[config.mk]
export PLATFORM = sky130hd
export DESIGN_NAME = bounded_record_list_flat
export DESIGN_NICKNAME = d
export VERILOG_FILES = /design/src/design/brl_pkg.sv /design/src/design/brl_if.sv /design/src/design/brl_ram.sv /design/src/design/bounded_record_list.sv /design/src/flat_wrapper.sv
export SDC_FILE = /design/constraint.sdc
export NUM_CORES = 2
export LEC_CHECK = 0
export BUFFER_PORTS_ARGS = -buffer_cell sky130_fd_sc_hd__buf_4
export CELL_PAD_IN_SITES_DETAIL_PLACEMENT = 1
export CELL_PAD_IN_SITES_GLOBAL_PLACEMENT = 2
export CORE_MARGIN = 1
export CORE_UTILIZATION = 48
export DETAILED_ROUTE_END_ITERATION = 16
export HOLD_SLACK_MARGIN = 0.15
export PLACE_DENSITY = 0.84
export SLEW_MARGIN = 0
export SYNTH_ARGS = -nofsm -noshare
export SYNTH_HDL_FRONTEND = slang
export SYNTH_HIERARCHICAL = 1
export SYNTH_SLANG_ARGS = --single-unit
[constraint.sdc]
create_clock -name clk -period 31 [get_ports clk]
set_clock_uncertainty 0.1 [all_clocks]
set_input_delay 6.2 -clock clk [delete_from_list [all_inputs] [get_ports clk]]
set_output_delay 6.2 -clock clk [all_outputs]
set_load 0.05 [all_outputs]
[src/design/brl_pkg.sv]
package brl_pkg;

  // default list capacity
  localparam int DEPTH_DEF = 8;
  // a dump shows at most this many entries
  localparam int MAX_DUMP = 8;

  localparam int FUNC_W   = 3;
  localparam int STATUS_W = 3;
  localparam int POS_W    = 4;
  localparam int CNT_OUT_W = 4;

  // request codes
  localparam logic [FUNC_W-1:0] FN_APPEND = 3'd0;
  localparam logic [FUNC_W-1:0] FN_SEARCH = 3'd1;
  localparam logic [FUNC_W-1:0] FN_DELETE = 3'd2;
  localparam logic [FUNC_W-1:0] FN_INSERT = 3'd3;
  localparam logic [FUNC_W-1:0] FN_DUMP   = 3'd4;

  // status codes
  localparam logic [STATUS_W-1:0] ST_OK        = 3'd0;
  localparam logic [STATUS_W-1:0] ST_FULL      = 3'd1;
  localparam logic [STATUS_W-1:0] ST_NOT_FOUND = 3'd2;
  localparam logic [STATUS_W-1:0] ST_BAD_POS   = 3'd3;
  localparam logic [STATUS_W-1:0] ST_EMPTY     = 3'd4;

  typedef logic signed [31:0] key_t;
  typedef logic [63:0]        tag_t;
  typedef logic [31:0]        salary_t;

  // one stored record, also the memory word
  typedef struct packed {
    key_t    key;
    tag_t    name;
    tag_t    address;
    salary_t salary;
    tag_t    report;
  } rec_t;

endpackage

[src/design/brl_if.sv]
interface brl_req_if import brl_pkg::*; ();
  logic                 valid;
  logic                 ready;
  logic [FUNC_W-1:0]    func;
  key_t                 rec_key;
  tag_t                 rec_name;
  tag_t                 rec_address;
  salary_t              rec_salary;
  tag_t                 rec_report;
  logic [POS_W-1:0]     position;

  modport source (
    output valid, func, rec_key, rec_name, rec_address, rec_salary, rec_report, position,
    input  ready
  );
  modport sink (
    input  valid, func, rec_key, rec_name, rec_address, rec_salary, rec_report, position,
    output ready
  );
endinterface

interface brl_rsp_if import brl_pkg::*; ();
  logic                 valid;
  logic                 ready;
  logic [STATUS_W-1:0]  status;
  key_t                 out_key;
  tag_t                 out_name;
  tag_t                 out_address;
  salary_t              out_salary;
  tag_t                 out_report;
  logic [CNT_OUT_W-1:0] entry_count;
  logic                 last;

  modport source (
    output valid, status, out_key, out_name, out_address, out_salary, out_report,
           entry_count, last,
    input  ready
  );
  modport sink (
    input  valid, status, out_key, out_name, out_address, out_salary, out_report,
           entry_count, last,
    output ready
  );
endinterface

[src/design/brl_ram.sv]
module brl_ram #(
  parameter int WIDTH = 32,
  parameter int DEPTH = 8,
  localparam int AW = (DEPTH > 1) ? $clog2(DEPTH) : 1
) (
  input  logic             clk,
  input  logic             we,
  input  logic [AW-1:0]    waddr,
  input  logic [WIDTH-1:0] wdata,
  input  logic [AW-1:0]    raddr,
  output logic [WIDTH-1:0] rdata
);

  logic [WIDTH-1:0] mem [DEPTH];

  always_ff @(posedge clk) begin
    if (we) begin
      mem[waddr] <= wdata;
    end
    rdata <= mem[raddr];
  end

endmodule

[src/design/bounded_record_list.sv]
// flow: a request word is latched in S_IDLE, decoded in S_DEC and its result word is loaded
//   into the output register from S_OUT; search and delete first scan entries, delete and insert move them
// throughput: one request at a time; a dump addresses each entry in S_DREAD and emits it in S_DOUT,
//   set by the single read port of the record memory, and waits in S_DOUT while the output is held
// reset: count clears to zero at once; record memory is not cleared, no entry is read before
//   it is written
module bounded_record_list import brl_pkg::*; #(
  parameter int DEPTH = DEPTH_DEF
) (
  input  logic clk,
  input  logic rst,
  brl_req_if.sink   req,
  brl_rsp_if.source rsp
);

  // address width of the memory, count width (holds DEPTH itself)
  localparam int AW = (DEPTH > 1) ? $clog2(DEPTH) : 1;
  localparam int CW = $clog2(DEPTH + 1);

  // controller states
  localparam logic [2:0] S_IDLE  = 3'd0;  // waiting for a request word
  localparam logic [2:0] S_DEC   = 3'd1;  // decode latched request
  localparam logic [2:0] S_SCAN  = 3'd2;  // walk entries looking for a match
  localparam logic [2:0] S_SHL   = 3'd3;  // close the gap after a delete
  localparam logic [2:0] S_SHR   = 3'd4;  // open a slot for an insert
  localparam logic [2:0] S_OUT   = 3'd5;  // hand single result to output register
  localparam logic [2:0] S_DREAD = 3'd6;  // dump: address one entry
  localparam logic [2:0] S_DOUT  = 3'd7;  // dump: emit that entry

  logic [2:0]          state;
  logic [CW-1:0]       count;

  // latched request
  logic [FUNC_W-1:0]   cur_func;
  rec_t                cur_rec;
  logic [POS_W-1:0]    cur_pos;

  // walk pointers: idx addresses the memory, pidx names the entry now on rd_data
  logic [CW-1:0]       idx;
  logic [CW-1:0]       pidx;
  logic                pvalid;
  logic                rd_done;

  // pending single result
  logic [STATUS_W-1:0] res_status;
  rec_t                res_rec;

  // output register
  logic                out_valid;
  logic [STATUS_W-1:0] out_status;
  rec_t                out_rec;
  logic [CNT_OUT_W-1:0] out_count;
  logic                out_last;

  // memory ports
  logic                we;
  logic [AW-1:0]       waddr;
  rec_t                wdata;
  logic [AW-1:0]       raddr;
  rec_t                rd_data;

  // derived control
  logic                full;
  logic                bad_pos;
  logic [CW-1:0]       pos_w;
  logic                at_end;
  logic                hit;
  logic                more;
  logic                out_free;
  logic                dump_last;
  logic [CW-1:0]       pidx_dec;
  logic [CW-1:0]       pidx_inc;
  logic [CW:0]         idx_inc_wide;

  brl_ram #(
    .WIDTH ($bits(rec_t)),
    .DEPTH (DEPTH)
  ) u_ram (
    .clk   (clk),
    .we    (we),
    .waddr (waddr),
    .wdata (wdata),
    .raddr (raddr),
    .rdata (rd_data)
  );

  assign full     = (count == CW'(DEPTH));
  assign bad_pos  = (32'(cur_pos) > 32'(count));
  assign pos_w    = CW'(cur_pos);
  assign at_end   = (32'(cur_pos) == 32'(count));
  assign more     = (idx < count);
  assign out_free = !out_valid || rsp.ready;
  assign pidx_dec = pidx - CW'(1);
  assign pidx_inc = pidx + CW'(1);
  assign raddr    = idx[AW-1:0];

  // search matches on key alone, delete on key, name and report
  always_comb begin
    hit = (rd_data.key == cur_rec.key);
    if (cur_func == FN_DELETE) begin
      hit = hit && (rd_data.name == cur_rec.name) && (rd_data.report == cur_rec.report);
    end
  end

  // dump ends at the last entry or at the dump limit
  assign idx_inc_wide = {1'b0, idx} + (CW + 1)'(1);
  assign dump_last    = (idx_inc_wide == {1'b0, count}) || (32'(idx) == MAX_DUMP - 1);

  // memory write port
  always_comb begin
    we    = 1'b0;
    waddr = count[AW-1:0];
    wdata = cur_rec;
    case (state)
      S_DEC: begin
        if (cur_func == FN_APPEND && !full) begin
          we = 1'b1;
        end else if (cur_func == FN_INSERT && !full && !bad_pos && at_end) begin
          we = 1'b1;
        end
      end
      S_SHL: begin
        // entry pidx moves down one slot
        if (pvalid) begin
          we    = 1'b1;
          waddr = pidx_dec[AW-1:0];
          wdata = rd_data;
        end
      end
      S_SHR: begin
        // entry pidx moves up one slot, then the new record lands at the position
        if (pvalid) begin
          we    = 1'b1;
          waddr = pidx_inc[AW-1:0];
          wdata = rd_data;
        end else if (rd_done) begin
          we    = 1'b1;
          waddr = pos_w[AW-1:0];
        end
      end
      default: begin
        we = 1'b0;
      end
    endcase
  end

  always_ff @(posedge clk) begin
    if (rst) begin
      state     <= S_IDLE;
      count     <= '0;
      pvalid    <= 1'b0;
      rd_done   <= 1'b0;
      out_valid <= 1'b0;
    end else begin
      // word taken and no new word loaded this cycle
      if (out_valid && rsp.ready && state != S_OUT && state != S_DOUT) begin
        out_valid <= 1'b0;
      end
      unique case (state)
        S_IDLE: begin
          if (req.valid) begin
            cur_func        <= req.func;
            cur_rec.key     <= req.rec_key;
            cur_rec.name    <= req.rec_name;
            cur_rec.address <= req.rec_address;
            cur_rec.salary  <= req.rec_salary;
            cur_rec.report  <= req.rec_report;
            cur_pos         <= req.position;
            state           <= S_DEC;
          end
        end
        S_DEC: begin
          pvalid  <= 1'b0;
          rd_done <= 1'b0;
          // an insert walks down from the tail, everything else up from the head
          idx     <= (cur_func == FN_INSERT) ? count - CW'(1) : '0;
          res_rec <= '0;
          case (cur_func)
            FN_APPEND: begin
              if (full) begin
                res_status <= ST_FULL;
              end else begin
                res_status <= ST_OK;
                count      <= count + CW'(1);
              end
              state <= S_OUT;
            end
            FN_SEARCH, FN_DELETE: begin
              state <= S_SCAN;
            end
            FN_INSERT: begin
              if (full) begin
                res_status <= ST_FULL;
                state      <= S_OUT;
              end else if (bad_pos) begin
                res_status <= ST_BAD_POS;
                state      <= S_OUT;
              end else if (at_end) begin
                res_status <= ST_OK;
                count      <= count + CW'(1);
                state      <= S_OUT;
              end else begin
                state <= S_SHR;
              end
            end
            FN_DUMP: begin
              if (count == '0) begin
                res_status <= ST_EMPTY;
                state      <= S_OUT;
              end else begin
                state <= S_DREAD;
              end
            end
            default: begin
              // unused codes give no word
              state <= S_IDLE;
            end
          endcase
        end
        S_SCAN: begin
          if (pvalid && hit) begin
            if (cur_func == FN_SEARCH) begin
              res_status <= ST_OK;
              res_rec    <= rd_data;
              state      <= S_OUT;
            end else begin
              // start closing the gap with the entry after the match
              idx    <= pidx_inc;
              pvalid <= 1'b0;
              state  <= S_SHL;
            end
          end else if (!pvalid && !more) begin
            res_status <= ST_NOT_FOUND;
            state      <= S_OUT;
          end else begin
            pvalid <= more;
            pidx   <= idx;
            if (more) begin
              idx <= idx + CW'(1);
            end
          end
        end
        S_SHL: begin
          if (!pvalid && !more) begin
            count      <= count - CW'(1);
            res_status <= ST_OK;
            state      <= S_OUT;
          end else begin
            pvalid <= more;
            pidx   <= idx;
            if (more) begin
              idx <= idx + CW'(1);
            end
          end
        end
        S_SHR: begin
          if (rd_done && !pvalid) begin
            count      <= count + CW'(1);
            res_status <= ST_OK;
            state      <= S_OUT;
          end else if (rd_done) begin
            pvalid <= 1'b0;
          end else begin
            // read downward from the tail to the insert position
            pvalid <= 1'b1;
            pidx   <= idx;
            if (idx == pos_w) begin
              rd_done <= 1'b1;
            end else begin
              idx <= idx - CW'(1);
            end
          end
        end
        S_OUT: begin
          if (out_free) begin
            out_valid  <= 1'b1;
            out_status <= res_status;
            out_rec    <= res_rec;
            out_count  <= CNT_OUT_W'(count);
            out_last   <= 1'b1;
            state      <= S_IDLE;
          end
        end
        S_DREAD: begin
          state <= S_DOUT;
        end
        S_DOUT: begin
          // idx stays put while waiting, so rd_data holds
          if (out_free) begin
            out_valid  <= 1'b1;
            out_status <= ST_OK;
            out_rec    <= rd_data;
            out_count  <= CNT_OUT_W'(count);
            out_last   <= dump_last;
            if (dump_last) begin
              state <= S_IDLE;
            end else begin
              idx   <= idx + CW'(1);
              state <= S_DREAD;
            end
          end
        end
        default: begin
          state <= S_IDLE;
        end
      endcase
    end
  end

  // handshake and payload
  assign req.ready       = (state == S_IDLE);
  assign rsp.valid       = out_valid;
  assign rsp.status      = out_status;
  assign rsp.out_key     = out_rec.key;
  assign rsp.out_name    = out_rec.name;
  assign rsp.out_address = out_rec.address;
  assign rsp.out_salary  = out_rec.salary;
  assign rsp.out_report  = out_rec.report;
  assign rsp.entry_count = out_count;
  assign rsp.last        = out_last;

endmodule

[src/flat_wrapper.sv]
// flat-port wrapper written by rule: the top's interface ports become plain ports
module bounded_record_list_flat import brl_pkg::*;
#(
  parameter int DEPTH = DEPTH_DEF
)
  (clk, rst, req_valid, req_func, req_rec_key, req_rec_name, req_rec_address, req_rec_salary, req_rec_report, req_position, req_ready, rsp_valid, rsp_status, rsp_out_key, rsp_out_name, rsp_out_address, rsp_out_salary, rsp_out_report, rsp_entry_count, rsp_last, rsp_ready);
  brl_req_if req_i ();
  brl_rsp_if rsp_i ();
  input  logic clk;
  input  logic rst;
  input wire logic [$bits(req_i.valid)-1:0] req_valid;
  input wire logic [$bits(req_i.func)-1:0] req_func;
  input wire logic [$bits(req_i.rec_key)-1:0] req_rec_key;
  input wire logic [$bits(req_i.rec_name)-1:0] req_rec_name;
  input wire logic [$bits(req_i.rec_address)-1:0] req_rec_address;
  input wire logic [$bits(req_i.rec_salary)-1:0] req_rec_salary;
  input wire logic [$bits(req_i.rec_report)-1:0] req_rec_report;
  input wire logic [$bits(req_i.position)-1:0] req_position;
  output wire logic [$bits(req_i.ready)-1:0] req_ready;
  output wire logic [$bits(rsp_i.valid)-1:0] rsp_valid;
  output wire logic [$bits(rsp_i.status)-1:0] rsp_status;
  output wire logic [$bits(rsp_i.out_key)-1:0] rsp_out_key;
  output wire logic [$bits(rsp_i.out_name)-1:0] rsp_out_name;
  output wire logic [$bits(rsp_i.out_address)-1:0] rsp_out_address;
  output wire logic [$bits(rsp_i.out_salary)-1:0] rsp_out_salary;
  output wire logic [$bits(rsp_i.out_report)-1:0] rsp_out_report;
  output wire logic [$bits(rsp_i.entry_count)-1:0] rsp_entry_count;
  output wire logic [$bits(rsp_i.last)-1:0] rsp_last;
  input wire logic [$bits(rsp_i.ready)-1:0] rsp_ready;
  assign req_i.valid = req_valid;
  assign req_i.func = req_func;
  assign req_i.rec_key = req_rec_key;
  assign req_i.rec_name = req_rec_name;
  assign req_i.rec_address = req_rec_address;
  assign req_i.rec_salary = req_rec_salary;
  assign req_i.rec_report = req_rec_report;
  assign req_i.position = req_position;
  assign req_ready = req_i.ready;
  assign rsp_valid = rsp_i.valid;
  assign rsp_status = rsp_i.status;
  assign rsp_out_key = rsp_i.out_key;
  assign rsp_out_name = rsp_i.out_name;
  assign rsp_out_address = rsp_i.out_address;
  assign rsp_out_salary = rsp_i.out_salary;
  assign rsp_out_report = rsp_i.out_report;
  assign rsp_entry_count = rsp_i.entry_count;
  assign rsp_last = rsp_i.last;
  assign rsp_i.ready = rsp_ready;
  bounded_record_list #(.DEPTH(DEPTH)) u_core (.clk(clk), .rst(rst), .req(req_i), .rsp(rsp_i));
endmodule
---- After elaboration in Yosys (flattened, before gate mapping) ----
Memory sizes are Yosys's and may differ from the RTL's. A register that Yosys moved wholly into a read port is not among the register bits.
Index checks and enable logic that the tools add are counted.
Widths: inputs -> output; s select.
operators by class
  order comparisons ....................... 2
  equal/unequal tests ..................... 44
  reduce and logical (&&, ||, !) cells .... 43
  $add $sub $neg .......................... 7
  bitwise operators ....................... 1
  multiplexer cells ....................... 89
operators with widths
  operator             number
  $mux 256             6
  $pmux 256 s2         2
  $eq 64x64->1         2
  $mux 4               20
  $mux 3               23
  $eq 32x32->1         1
  $pmux 3 s4           2
  $pmux 3 s8           1
  $pmux 4 s3           2
  $mux 1               23
  $ne 3x3->1 const B   7
  $pmux 4 s5           1
  $reduce_and 8->1     2
  $eq 3x3->1 const B   5
  $add 4x1->4 const B  3
  $eq 3x2->1 const B   4
  $logic_and 1x1->1    12
  $ne 2x1->1 const B   6
  $ne 2x2->1 const B   6
  $pmux 3 s2           2
  $reduce_and 4->1     3
  $pmux 3 s3           1
  $reduce_and 3->1     3
  $reduce_and 9->1     1
  other kinds (31)     48
word-level totals
  memories kept ........................... 1
  output and inout port bits .............. 266
  RAM bits ................................ 2,048
  input bits .............................. 267
  bits in registers ....................... 804
memories
  memory            depth  bits a word  read ports  clocked after memory_dff  write ports  line           text
  u_core.u_ram.mem  8      256          1           1                         1            brl_ram.sv:14  logic [WIDTH-1:0] mem [DEPTH];

---- Depth between registers and ports, before layout ----
  depth in word-level cells ............... 10
  mapped depth ............................ 10

---- Cells and area by module ----
Netlist, hierarchy kept.
by module, submodules not included
  module               seq. area each (µm²)  cells an instance  times used  area each (µm²)
  brl_ram              66,623.9              3,227              1           82,039.9
  bounded_record_list  24,043.1              2,715              1           35,472.8

---- Worst setup path before layout ----
OpenSTA, ideal clock, no wires.
  kind .................................... input to register
  start point ............................. input rst
  end point ............................... register u_core.cur_func[0] (enable)
  stages .................................. 2
  data required time ...................... 29,637 ps
  path buffers ............................ 1
  setup time .............................. 1,263 ps
  slack ................................... 4,185 ps
  arrival ................................. 25,452 ps
  cell sequence ........................... clkbuf_1 > nor3b_1
between the ends
  cells in the longest elaborated chain, start to end .. 2
ends and longest elaborated chain
  item                        line                        text
  from (decl)                 flat_wrapper.sv:10          input logic rst;
  $not 1->1 (no line)         n/a
  $reduce_and 3->1 (no line)  n/a
  to (signal assigned)        bounded_record_list.sv:162  cur_func <= req.func;
  to (decl)                   bounded_record_list.sv:34   logic [FUNC_W-1:0] cur_func;
Every way passes these cells.
A chain may end at the register's enable or synchronous reset.

---- Worst setup path after layout ----
  start point ............................. register u_core.state[1]
  end point ............................... output req_ready
between the ends
  cells in the longest elaborated chain, start to end .. 1
ends and longest elaborated chain
  item                    line                        text
  from (decl)             bounded_record_list.sv:30   logic [2:0] state;
  from (signal assigned)  bounded_record_list.sv:149  state <= S_IDLE;
  from (signal assigned)  bounded_record_list.sv:169  state <= S_DEC;
  from (signal assigned)  bounded_record_list.sv:186  state <= S_OUT;
  $logic_not 3->1         bounded_record_list.sv:311  assign req.ready = (state == S_IDLE);
  to (decl)               flat_wrapper.sv:19          output wire logic [$bits(req_i.ready)-1:0] req_ready;
Every way passes these cells.

==> parameters.txt <==
Parameter                              Value

Clock network
  Post-CTS Setup Bufs ... 0
  Number of gates resized after cts ... 0
  TritonCTS clock tree ... yes
  Maximum number of buffers from clock root to sink ... 4
  Clock insertion delay at the later pin of the skew report ... 0.97 ns
  Hold-fix buffers at CTS ... 0
  H-tree lvl count ... 5
  Number of sinks driven by the clock tree ... 3108
  CTS buffer count ... 332
  Clock root buffer ... sky130_fd_sc_hd__clkbuf_16
  Worst-path clk slew ... 0.07 ns

Detailed routing
  Antenna-violating nets left ... 0
  Routed wirelength normalized by instance count ... 30.1 um
  Avg Vias per Cell ... 5.85
  Detailed Routing Iterations Pass 1 ... 6
  Via total after detailed routing ... 58900
  Total routed wirelength ... 303000 um
  Starting DRC count in detailed routing ... 5982
  Number of remaining DRC errors ... 0

Timing
  Final WS setup ... 22.21 ns
  Setup_tns ... 0 ns
  Final number of max-transition violations ... 0
  Minimum hold slack ... 0.415 ns
  Slew margin rel. ... 14.2%
  Hold Vio Cnt, Final ... 0
  Number of endpoints failing setup at the final stage ... 0
  Part of the cycle the worst path needs ... 28.3%
  Post-route minimum period ... 8.79 ns
  Max Clock Freq ... 0.114 GHz
  Transition time of the tightest slew-check pin ... 1.29 ns
  Unrepaired setup endpoints after global routing ... false

Yosys
  Fraction of registers with async set/reset ... 0%
  Number of nets produced by synthesis ... 6224
  Cell count after synthesis ... 5942
  Area of the mapped netlist ... 118000 um^2
  Portion of the post-synthesis area used by sequential elements ... 77.2%
  Synth Area per Inst ... 19.8 um^2
  Most used flip-flop cell after synthesis ... sky130_fd_sc_hd__edfxtp_1
  Register bit count reported by yosys ... 3108
  Number of flops mapped to enable cells by yosys ... 2842
  Number of warning messages in the yosys log ... 6
  Post-synth cell types ... 60

Global route
  Final global-route overflow total ... 0
  Initial antenna violation count ... 11
  Wire length of the first global-routing pass ... 436000 um
  Total track usage ... 24.5%
  Vias in the first global route ... 62800
  Largest net degree at the start of global routing ... 160

Power and ir drop
  Leakage dissipation ... 46.6 nW
  Power density cells ... 66.7 nW/um^2
  Peak VDD IR ... 0.0000503 V

Floorplan
  Die Footprint ... 247000 um^2
  Starting utilization of the core area ... 48.3%
  Die height ... 497 um
  Ports placed on the boundary ... 533
  Core box area ... 243000 um^2
  Horiz. Die Dim ... 497 um
  Row count ... 181

Run status
  Run status ... finished, final reports clean

Cells and area
  Layout cell share with drive strength beyond 1 ... 31.4%
  Area grow syn2layout ... 15.3%
  Design Area, Final ... 136000 um^2
  Final-layout fill cell count ... 21200
  Final core utilization ... 55.7%
  Fin nets ... 6880

Placement
  Final Wtd Congestion ... 0.778
  Placed cell area ... 125000 um^2
  Port bufs ... 532
  Sum of net half-perimeters after detailed placement ... 173000 um
  Worst-case setup slack after placement ... 21.52 ns

Worst hold path
  Worst Hold Class ... reg -> reg

Worst setup path
  Critical-path maximum fanout ... 24
  Type of origin of the critical path ... flip-flop
  Worst Path Arrival ... 2.49 ns
  CP required ... 24.70 ns
  Start-to-end type of the worst setup path ... reg -> out
  Endpoint class of the critical path ... output port

Flow run
  Max-Cap Viols ... 0
## layer usage
layer  track usage (%)  vias to the layer above  wire length [um]
met5                 0                        -                26
met1              33.4                    31300            123000
met3              3.86                      391             20200
met2              40.7                     2373            151000
li1                  -                    24700                 -
met4              7.73                        4              8690
## layout make-up
cell class                 count  area (um^2)  share of cell area, %
clock inverter               133         1300                  0.958
multi-input combinational   2515        25300                   18.6
tap                         3202         4010                   2.96
antenna                        5         12.5                0.00923
clock buffer                 457         9290                   6.86
timing repair buffer         625         4900                   3.62
sequential                  3108        90700                   66.9
inverter                      16         67.6                 0.0499
## flip-flops by register name (all words and copies together), names as in the netlist, 3 cells and up
name                    flops
u_core/rsp.out_name        64
u_core/cur_rec            256
u_core/cur_pos              4
u_core/res_status           3
u_core/rsp.out_address     64
u_core/count                4
u_core/rsp.out_key         32
u_core/rsp.entry_count      4
u_core/rsp.out_report      64
u_core/rsp.status           3
u_core/u_ram/mem         2048
u_core/rsp.out_salary      32
u_core/u_ram/rdata        256
u_core/cur_func             3
u_core/pidx                 4
u_core/state                3
u_core/idx                  4
u_core/res_rec            256
## cell usage after synthesis (all sizes together) (2+ instances only)
| cell type | number | area [um^2] |
|---|---|---|
| edfxtp | 2842 | 85300 |
| nand2 | 795 | 2980 |
| mux2 | 513 | 5780 |
| mux4 | 512 | 11500 |
| dfxtp | 266 | 5330 |
| and3 | 257 | 1610 |
| clkbuf | 163 | 612 |
| buf | 139 | 1010 |
| xor2 | 138 | 1210 |
| xnor2 | 37 | 324 |
| nor4 | 36 | 238 |
| nor2 | 33 | 124 |
| o21ai | 23 | 115 |
| a21oi | 22 | 110 |
| nor3 | 21 | 105 |
| nand4 | 17 | 106 |
| inv | 16 | 60.1 |
| ha | 15 | 188 |
| nand2b | 13 | 81.3 |
| nor2b | 10 | 62.6 |
| a211oi | 8 | 60.1 |
| nand3 | 7 | 40.0 |
| a31oi | 6 | 37.5 |
| o221ai | 6 | 52.6 |
| and2 | 5 | 31.3 |
| o22ai | 5 | 31.3 |
| o21a | 3 | 22.5 |
| o31ai | 3 | 36.3 |
| or3 | 3 | 23.8 |
| a2111oi | 2 | 17.5 |
| a221o | 2 | 20.0 |
| a221oi | 2 | 17.5 |
| a32oi | 2 | 17.5 |
| nand3b | 2 | 15.0 |
| o21bai | 2 | 15.0 |
| o2bb2ai | 2 | 17.5 |
## worst max-delay path, stage by stage (launching register included)
cell and delay (ns):
sky130_fd_sc_hd__dfxtp_1 0.94, sky130_fd_sc_hd__or3_1 0.36, sky130_fd_sc_hd__inv_1 0.08, sky130_fd_sc_hd__buf_4 0.19
## power breakdown
part	internal, W	total, W	switching (W)
logic	0.000175	0.000428	0.000253
registers	0.00465	0.00473	0.0000773
clock network	0.00228	0.00388	0.00160
total	0.00711	0.00904	0.00193
## placed cells by master, fill, tap and decap left out, types with 15 or more instances in the layout
cell                           n
sky130_fd_sc_hd__edfxtp_1   2842
sky130_fd_sc_hd__nand2_1     794
sky130_fd_sc_hd__buf_4       608
sky130_fd_sc_hd__mux2_2      513
sky130_fd_sc_hd__mux4_2      512
sky130_fd_sc_hd__clkbuf_16   335
sky130_fd_sc_hd__dfxtp_1     266
sky130_fd_sc_hd__and3_1      256
sky130_fd_sc_hd__xor2_1      138
sky130_fd_sc_hd__clkbuf_1     77
sky130_fd_sc_hd__clkinv_2     53
sky130_fd_sc_hd__clkbuf_8     45
sky130_fd_sc_hd__xnor2_1      37
sky130_fd_sc_hd__clkinv_1     35
sky130_fd_sc_hd__nor4_1       33
sky130_fd_sc_hd__nor2_1       26
sky130_fd_sc_hd__bufinv_16    23
sky130_fd_sc_hd__a21oi_1      22
sky130_fd_sc_hd__o21ai_0      21
sky130_fd_sc_hd__nor3_1       18
sky130_fd_sc_hd__nand4_1      17
sky130_fd_sc_hd__buf_12       17
sky130_fd_sc_hd__inv_1        15
sky130_fd_sc_hd__ha_1         15
## cells by family (layout without fill, tap and decap cells)
kind of cell | after synthesis | in the layout | share of synthesized area [%]
and+or+nand+nor | 1202 | 1202 | 4.63
AOI/OAI and AO/OA | 97 | 97 | 0.555
adders and majority gates | 15 | 15 | 0.160
muxes | 1026 | 1026 | 14.7
other | 0 | 5 | 0
xor gates and xnor gates | 175 | 175 | 1.30
buffers and inverters | 319 | 1231 | 1.46
DFF | 3108 | 3108 | 77.2
## path summary, 6_finish.rpt
kind                                startpoint                                 to  slack, ns  cells past startpoint
max               u_core/state[1]$_SDFFE_PP0P_                          req_ready      22.21                      3
min          u_core/res_rec[197]$_SDFFCE_PN0P_  u_core/rsp.out_name[37]$_DFFE_PP_       0.42                      2
max reg2reg       u_core/state[1]$_SDFFE_PP0P_  u_core/u_ram/mem[4][79]$_DFFE_PP_      24.27                     12
min reg2reg  u_core/res_rec[197]$_SDFFCE_PN0P_  u_core/rsp.out_name[37]$_DFFE_PP_       0.42                      2
## stage by stage
step           cells  power (W)
2_1_floorplan   5942    0.00509
3_3_place_gp    9466    0.00522
3_5_place_dp    9466    0.00524
4_1_cts        10100    0.00911
5_1_grt        10100    0.00927
6_report       10100    0.00904
Power figures use the tool's default switching activity.
